File: config.mk
export PLATFORM = sky130hd
export DESIGN_NAME = window_overlay_pixel_lookup
export DESIGN_NICKNAME = d
export VERILOG_FILES = /design/src/wopl_pkg.sv /design/src/wopl_front.sv /design/src/wopl_queue.sv /design/src/wopl_back.sv /design/src/window_overlay_pixel_lookup.sv
export SDC_FILE = /design/constraint.sdc
export NUM_CORES = 2
export LEC_CHECK = 0
export BUFFER_PORTS_ARGS = -buffer_cell sky130_fd_sc_hd__buf_2
export CAP_MARGIN = 10
export CORE_ASPECT_RATIO = 1.25
export CORE_UTILIZATION = 55
export CTS_BUF_LIST = sky130_fd_sc_hd__clkbuf_4
export DETAILED_ROUTE_END_ITERATION = 7
export PLACE_DENSITY = 0.83
export SETUP_SLACK_MARGIN = 0.15
export SKIP_CTS_REPAIR_TIMING = 1
export SLEW_MARGIN = 30
export SYNTH_ARGS = -nofsm -noshare
export SYNTH_HDL_FRONTEND = slang
export SYNTH_SLANG_ARGS = --single-unit
File: constraint.sdc
create_clock -name clock -period 4.6 [get_ports clock]
set_input_delay 0.46 -clock clock [delete_from_list [all_inputs] [get_ports clock]]
set_output_delay 0.46 -clock clock [all_outputs]
set_load 0.005 [all_outputs]
File: src/wopl_pkg.sv
// ----------------------------------------------------------------------------
// wopl_pkg: shared types and constants
// Word formats for the request and response channels, the queue entry that
// travels from the front end to the back end, and fixed field widths.
// ----------------------------------------------------------------------------
package wopl_pkg;

   localparam int COORD_BITS = 16;
   localparam int SLOT_BITS  = 4;
   localparam int FILL_BITS  = 8;
   localparam int COUNT_BITS = 5;

   localparam logic [FILL_BITS-1:0] SPACE_CODE = 8'd32;

   localparam logic CMD_WRITE  = 1'b0;
   localparam logic CMD_LOOKUP = 1'b1;

   typedef struct packed {
      logic                  cmd;
      logic [SLOT_BITS-1:0]  slot;
      logic [COORD_BITS-1:0] win_x_low;
      logic [COORD_BITS-1:0] win_y_low;
      logic [COORD_BITS-1:0] win_x_high;
      logic [COORD_BITS-1:0] win_y_high;
      logic [FILL_BITS-1:0]  win_fill;
      logic [COORD_BITS-1:0] pixel_x;
      logic [COORD_BITS-1:0] pixel_y;
   } req_type;

   typedef struct packed {
      logic [FILL_BITS-1:0] pixel_char;
      logic                 covered;
   } rsp_type;

   typedef enum logic {
      OP_WRITE,
      OP_LOOKUP
   } op_type;

   typedef struct packed {
      logic [COORD_BITS-1:0] x_low;
      logic [COORD_BITS-1:0] y_low;
      logic [COORD_BITS-1:0] x_high;
      logic [COORD_BITS-1:0] y_high;
      logic [FILL_BITS-1:0]  fill;
   } window_type;

   typedef struct packed {
      op_type                op;
      logic [SLOT_BITS-1:0]  slot;
      window_type            win;
      logic [COORD_BITS-1:0] px;
      logic [COORD_BITS-1:0] py;
   } entry_type;

endpackage

File: src/wopl_front.sv
// ----------------------------------------------------------------------------
// wopl_front: request front end
// Takes request words, sorts them into table writes and pixel lookups, drops
// writes aimed at inactive slots and pushes the rest into the work queue.
// ----------------------------------------------------------------------------
module wopl_front #(
   parameter int MAX_WINDOWS = 16
) (
   input  logic                            reset,
   input  logic                            start,
   input  wopl_pkg::req_type               req,
   input  logic [wopl_pkg::COUNT_BITS-1:0] window_count,
   input  logic                            queue_full,
   output logic                            busy,
   output logic                            push,
   output wopl_pkg::entry_type             push_data
);
   import wopl_pkg::*;

   logic accept;
   logic slot_ok;

   assign busy    = reset | queue_full;
   assign accept  = start & ~busy;
   // a write only lands in a slot that is active and exists in the table
   assign slot_ok = (int'(req.slot) < int'(window_count)) && (int'(req.slot) < MAX_WINDOWS);
   assign push    = accept && ((req.cmd == CMD_LOOKUP) || slot_ok);

   always_comb begin
      push_data.op          = (req.cmd == CMD_LOOKUP) ? OP_LOOKUP : OP_WRITE;
      push_data.slot        = req.slot;
      push_data.win.x_low   = req.win_x_low;
      push_data.win.y_low   = req.win_y_low;
      push_data.win.x_high  = req.win_x_high;
      push_data.win.y_high  = req.win_y_high;
      push_data.win.fill    = req.win_fill;
      push_data.px          = req.pixel_x;
      push_data.py          = req.pixel_y;
   end

endmodule

File: src/wopl_queue.sv
// ----------------------------------------------------------------------------
// wopl_queue: work queue
// Small first-in first-out queue of classified words between the front end
// and the back end.
// ----------------------------------------------------------------------------
module wopl_queue #(
   parameter int DEPTH = 4
) (
   input  logic                clock,
   input  logic                reset,
   input  logic                push,
   input  wopl_pkg::entry_type push_data,
   input  logic                pop,
   output logic                empty,
   output logic                full,
   output wopl_pkg::entry_type head
);
   import wopl_pkg::*;

   localparam int PTR_BITS = $clog2(DEPTH);
   localparam int CNT_BITS = $clog2(DEPTH + 1);

   entry_type             slot_ff [DEPTH];
   logic [PTR_BITS-1:0]   wr_ptr_ff, wr_ptr_in;
   logic [PTR_BITS-1:0]   rd_ptr_ff, rd_ptr_in;
   logic [CNT_BITS-1:0]   cnt_ff, cnt_in;
   logic                  push_ok;
   logic                  pop_ok;

   assign empty   = (cnt_ff == '0);
   assign full    = (cnt_ff == CNT_BITS'(DEPTH));
   assign push_ok = push & ~full;
   assign pop_ok  = pop & ~empty;
   assign head    = slot_ff[rd_ptr_ff];

   always_comb begin
      wr_ptr_in = wr_ptr_ff;
      rd_ptr_in = rd_ptr_ff;
      cnt_in    = cnt_ff;
      if (push_ok) begin
         wr_ptr_in = (wr_ptr_ff == PTR_BITS'(DEPTH - 1)) ? '0 : wr_ptr_ff + 1'b1;
      end
      if (pop_ok) begin
         rd_ptr_in = (rd_ptr_ff == PTR_BITS'(DEPTH - 1)) ? '0 : rd_ptr_ff + 1'b1;
      end
      if (push_ok && !pop_ok) begin
         cnt_in = cnt_ff + 1'b1;
      end else if (pop_ok && !push_ok) begin
         cnt_in = cnt_ff - 1'b1;
      end
   end

   always_ff @(posedge clock) begin
      if (reset) begin
         wr_ptr_ff <= '0;
         rd_ptr_ff <= '0;
         cnt_ff    <= '0;
      end else begin
         wr_ptr_ff <= wr_ptr_in;
         rd_ptr_ff <= rd_ptr_in;
         cnt_ff    <= cnt_in;
      end
   end

   always_ff @(posedge clock) begin
      if (push_ok) begin
         slot_ff[wr_ptr_ff] <= push_data;
      end
   end

endmodule

File: src/wopl_back.sv
// ----------------------------------------------------------------------------
// wopl_back: window table and lookup back end
// Holds the window table. Pops one word a clock: writes update a table slot,
// lookups compare the pixel against every window in parallel, then pick the
// highest-numbered covering window in a second stage.
// ----------------------------------------------------------------------------
module wopl_back #(
   parameter int MAX_WINDOWS = 16
) (
   input  logic                            clock,
   input  logic                            reset,
   input  logic                            head_valid,
   input  wopl_pkg::entry_type             head,
   input  logic [wopl_pkg::COUNT_BITS-1:0] window_count,
   output logic                            pop,
   output logic                            rsp_valid,
   output wopl_pkg::rsp_type               rsp
);
   import wopl_pkg::*;

   window_type             win_ff [MAX_WINDOWS];
   logic [MAX_WINDOWS-1:0] hit_ff, hit_in;
   logic                   hit_valid_ff, hit_valid_in;
   logic                   rsp_valid_ff;
   rsp_type                rsp_ff, rsp_in;

   assign pop          = head_valid;
   assign hit_valid_in = head_valid && (head.op == OP_LOOKUP);
   assign rsp_valid    = rsp_valid_ff;
   assign rsp          = rsp_ff;

   // per-window coverage test, inactive slots never hit
   always_comb begin
      for (int j = 0; j < MAX_WINDOWS; j++) begin
         hit_in[j] = (j < int'(window_count)) &&
                     (win_ff[j].y_low <= head.py) && (head.py <= win_ff[j].y_high) &&
                     (win_ff[j].x_low <= head.px) && (head.px <= win_ff[j].x_high);
      end
   end

   // later windows paint over earlier ones
   always_comb begin
      rsp_in.pixel_char = SPACE_CODE;
      rsp_in.covered    = |hit_ff;
      for (int j = 0; j < MAX_WINDOWS; j++) begin
         if (hit_ff[j]) begin
            rsp_in.pixel_char = win_ff[j].fill;
         end
      end
   end

   always_ff @(posedge clock) begin
      if (reset) begin
         hit_valid_ff <= 1'b0;
         rsp_valid_ff <= 1'b0;
      end else begin
         hit_valid_ff <= hit_valid_in;
         rsp_valid_ff <= hit_valid_ff;
      end
      hit_ff <= hit_in;
      rsp_ff <= rsp_in;
   end

   always_ff @(posedge clock) begin
      for (int j = 0; j < MAX_WINDOWS; j++) begin
         if (head_valid && (head.op == OP_WRITE) && (int'(head.slot) == j)) begin
            win_ff[j] <= head.win;
         end
      end
   end

endmodule

File: src/window_overlay_pixel_lookup.sv
// ----------------------------------------------------------------------------
// window_overlay_pixel_lookup: rectangle overlay pixel lookup
// Keeps a table of rectangular windows and returns, for each pixel, the fill
// of the topmost window that covers it.
// ----------------------------------------------------------------------------
// One word is taken every clock. A lookup word passes through the work queue,
// the registered parallel window compares and the registered topmost-window
// select before its response comes out; a table write gives no response and
// is seen by every lookup taken after it. The back end drains the work queue
// at one word a clock and the receiver cannot stall, so busy is high only
// during reset. The user must write the window count through csr_we only while
// no word is in flight; the block itself does not enforce this.
// ----------------------------------------------------------------------------
module window_overlay_pixel_lookup #(
   parameter int MAX_WINDOWS = 16,
   parameter int QUEUE_DEPTH = 4
) (
   input  logic                            clock,
   input  logic                            reset,
   input  logic                            start,
   output logic                            busy,
   input  wopl_pkg::req_type               req_word,
   output logic                            rsp_valid,
   output wopl_pkg::rsp_type               rsp_word,
   input  logic                            csr_we,
   input  logic [wopl_pkg::COUNT_BITS-1:0] csr_wdata
);
   import wopl_pkg::*;

   logic [COUNT_BITS-1:0] window_count_ff, window_count_in;
   logic                  push;
   entry_type             push_data;
   logic                  queue_full;
   logic                  queue_empty;
   logic                  pop;
   entry_type             head;

   assign window_count_in = csr_we ? csr_wdata : window_count_ff;

   always_ff @(posedge clock) begin
      if (reset) begin
         window_count_ff <= '0;
      end else begin
         window_count_ff <= window_count_in;
      end
   end

   wopl_front #(
      .MAX_WINDOWS (MAX_WINDOWS)
   ) u_front (
      .reset        (reset),
      .start        (start),
      .req          (req_word),
      .window_count (window_count_ff),
      .queue_full   (queue_full),
      .busy         (busy),
      .push         (push),
      .push_data    (push_data)
   );

   wopl_queue #(
      .DEPTH (QUEUE_DEPTH)
   ) u_queue (
      .clock     (clock),
      .reset     (reset),
      .push      (push),
      .push_data (push_data),
      .pop       (pop),
      .empty     (queue_empty),
      .full      (queue_full),
      .head      (head)
   );

   wopl_back #(
      .MAX_WINDOWS (MAX_WINDOWS)
   ) u_back (
      .clock        (clock),
      .reset        (reset),
      .head_valid   (~queue_empty),
      .head         (head),
      .window_count (window_count_ff),
      .pop          (pop),
      .rsp_valid    (rsp_valid),
      .rsp          (rsp_word)
   );

endmodule

==> impl_summary.txt <==
----------------------------------------------------
[Timing]
  Final number of setup-violating endpoints ... 0
  Normalized max-slew margin ... 0.315
  Time the worst path needs with I/O delays and setup ... 4.43 ns
  Setup skew after layout ... 0.121 ns
  Number of max-slew violations in the final report ... 0
  Worst path setup slack after routing ... 0.167 ns
  Hold WS ... 0.00873 ns
  Slew at the pin closest to its max-slew limit ... 1.02 ns
  Max Clk Rate ... 226 MHz
  Final hold violation count ... 0
  Total negative setup slack ... 0 ns
  Setup repair after global routing missed its margin ... false
  Final worst-path cycle share ... 0.964

[Power]
  Reported net switching power ... 0.0189 W
  Share of power burned in registers ... 0.386
  Maximum VDD drop ... 0.481 mV
  Leak ... 35.2 nW
  Areal power density over the cells ... 568 nW/um^2
  Post-layout power ... 0.0500 W
  Share of power burned in combinational logic ... 0.383
  Sw Share ... 0.378
  Cell Int Power ... 0.0311 W
  Share of total power in the clock network ... 0.230

[Synthesis]
  Synth cell types ... 70
  Share of Yosys cell area claimed by the top area cell type ... 0.622
  Flip-flop and latch count after synthesis ... 1629
  Part of the Yosys area used for sequential elements ... 0.633
  Netlist area before placement ... 76700 sq um
  Post-Syn Instances ... 5148
  Yosys warns ... 0
  Predominant post-synthesis flop cell ... edfxtp_1
  Cell taking the most area after synthesis ... edfxtp_1
  Cells taking the most area after synthesis ... edfxtp_1, ha_1, mux4_2
  EDFF count, synth ... 1588
  Post-synthesis async set-or-reset flop share ... 0
  Post-Syn Nets ... 6299
  Avg Cell Area, Syn ... 14.9 sq um

[Detailed routing]
  Routed WL ... 212000 um
  Final routed DRC violation total ... 0
  Number of routed nets with antenna violations ... 0
  Via-per-instance ratio ... 6.22
  Vias after detailed routing ... 50600
  DRC marker count from the first detailed-route iteration ... 5390
  Detailed-route wire length per cell ... 26.0 um
  Length of the first detailed-routing pass in iterations ... 5

[Setup path]
  Delay contributed by the slowest stage of the critical path ... 0.60 ns
  Buffer and inverter count on the worst path ... 3
  Crit end category ... flip-flop
  Delay-heaviest family, CP ... compound AO/OA/AOI/OAI gates
  Arrival @ worst endpoint ... 5.71 ns
  Category of the most critical setup path ... reg -> reg
  Crit-path cells ... buf_4 > mux4_2 > buf_4 > ha_1 > a21o_1 > a221oi_1 > o22ai_1 > nor4b_1 > buf_4 > o221ai_1 > a21oi_1
  Critical path required time ... 5.88 ns
  CP max stage cell ... mux4_2
  R2r endpoint ... u_back.hit_ff[9]$_DFF_P_
  Biggest fanout along the worst timing path ... 33
  Worst r2r path cells ... 11
  Slack of the worst reg-to-reg path ... 0.17 ns
  Most frequent cell on the critical path ... buf_4
  Crit start category ... flip-flop

[Cells and area]
  Net count of the finished layout ... 7166
  Proportion of layout cells with a drive suffix above 1 ... 0.163
  Area growth, synth to finish ... 14.9%
  Final non-filler cell total ... 8141

[Worst hold path]
  Sink of the worst hold path ... u_queue.slot_ff[2][40]$_DFFE_PP_
  Min-Delay Startpoint ... req_word[40]
  Depth of the worst hold-timing path ... 2
  Path type of the worst min-delay path ... in -> reg

[Placement]
  Worst slack at placement ... 0.114 ns
  Cell total after placement ... 7234
  GP Congestion ... 0.918
  Count of input and output buffers ... 128
  HPWL Detailed ... 136000 um

[CTS]
  CTS buffer count ... 387
  Clock slew at the register clock pins of the worst setup and hold paths ... 0.07 ns
  Source-to-sink clock delay at the later pin of the worst-skew pair ... 1.39 ns
  Buffer cell driving the clock tree root ... clkbuf_4
  Number of levels in the clock H-tree ... 5
  Clock tree from TritonCTS ... yes
  Maximum clock insertion buffer count ... 4
  Clock sink count ... 1629

[Floorplanning]
  FP Rows ... 152
  Overall die width ... 336 um
  Die Footprint ... 141000 sq um
  Starting density of the core ... 0.556
  I/O pin count ... 129
  Die height ... 419 um
  Std-Cell Core Area ... 138000 sq um

[Global route]
  Number of antenna violations at the first check in global routing ... 11
  Pin count of the biggest net entering global routing ... 110
  Overall global routing resource usage ... 0.287
  Sum of overflow across all layers after global routing ... 0
  Vias in the first global route ... 50500
  Global-route wire length before repair ... 296000 um

[Run]
  Max Cap Violations ... 0

[Run status]
  Outcome ... finished clean

----------------------------------------------------
[layer usage]
metal / up-vias / wire [um] / global-route usage / part of all wire
met3: 803 / 18700 / 0.0560 / 0.088
li1: 22100 / - / - / -
met4: 4 / 16400 / 0.202 / 0.077
met2: 3071 / 103000 / 0.481 / 0.49
met5: - / 27 / 0 / 0.00013
met1: 24700 / 73700 / 0.330 / 0.35
[cells in the mapped netlist (all sizes together) (20+ instances only)]
library cell	instances
nand3	52
inv	591
a211oi	45
o31ai	21
edfxtp	1588
o211ai	52
ha	1033
a21oi	360
mux4	109
nor3	25
a2111oi	20
nor4	45
a21o	174
o21ai	108
nand2	155
dfxtp	41
nor2	127
a221oi	24
nand4	206
nor2b	95
buf	21
[registers in the layout, summed over array words and instances (netlist names), named ones only]
register,flops
u_queue.cnt_ff,3
u_queue.rd_ptr_ff,2
u_queue.wr_ptr_ff,2
window_count_ff,5
u_back.hit_valid_ff,1
u_back.win_ff,1152
u_back.hit_ff,16
u_back.rsp,9
u_queue.slot_ff,436
u_back.rsp_valid,1
[stage by stage]
stage	utilization	instance area, sq um
floorplan	-	76700
global placement	0.588	81000
detailed placement	0.588	81000
CTS	0.621	85700
global route	0.639	88100
finish	0.639	88100
[layout by cell type, fill, tap and decap left out, types with 52 or more instances in the layout]
master	instances
edfxtp_1	1588
nor2_1	111
nor2b_1	95
o21ai_0	108
mux4_2	109
nand2_1	155
nand3_1	52
inv_1	589
o211ai_1	52
buf_2	128
buf_4	130
nand4_1	206
a21oi_1	360
a21o_1	174
ha_1	1033
dlygate4sd3_1	236
clkbuf_4	555
clkinv_1	70
[worst max-delay path by stage]
stage / from / to / slack (ns) / cells past startpoint
2_1_floorplan: flip-flop / u_back.win_ff[0][288]$_DFFE_PP_ / -0.47 / 5
3_3_place_gp: flip-flop / u_back.hit_ff[10]$_DFF_P_ / 0.26 / 11
3_5_place_dp: flip-flop / u_back.hit_ff[8]$_DFF_P_ / 0.11 / 11
4_1_cts: flip-flop / u_back.hit_ff[8]$_DFF_P_ / 0.13 / 11
5_1_grt: flip-flop / u_back.hit_ff[9]$_DFF_P_ / 0.18 / 11
6_report: flip-flop / u_back.hit_ff[9]$_DFF_P_ / 0.17 / 11
[cell type report]
cell class	instances	area [sq um]
well taps	1848	2310
fillers	9265	49800
flip-flops and latches	1629	48500
clock inverters	101	498
multi-input cells	2889	25900
diodes	11	27.5
repair buffers	517	4440
inverters	591	2230
clock buffers	555	4170
[power groups by stage]
stage               logic (W)  clock network, W  registers (W)
CTS                    0.0184            0.0115         0.0193
detailed placement     0.0183                 0         0.0196
global placement       0.0173                 0         0.0196
floorplan              0.0107                 0         0.0195
global route           0.0206            0.0123         0.0194
finish                 0.0192            0.0115         0.0193
[cell families after synthesis]
kind of cell	Yosys count	share of synthesized area
muxes	118	0.0332
adders and majority gates	1033	0.169
AOI/OAI and AO/OA	948	0.0795
xor gates and xnor gates	3	0.000343
and+or+nand+nor	787	0.0547
DFF	1629	0.633
buffers and inverters	630	0.0312
(Power assumes the default switching activity.)
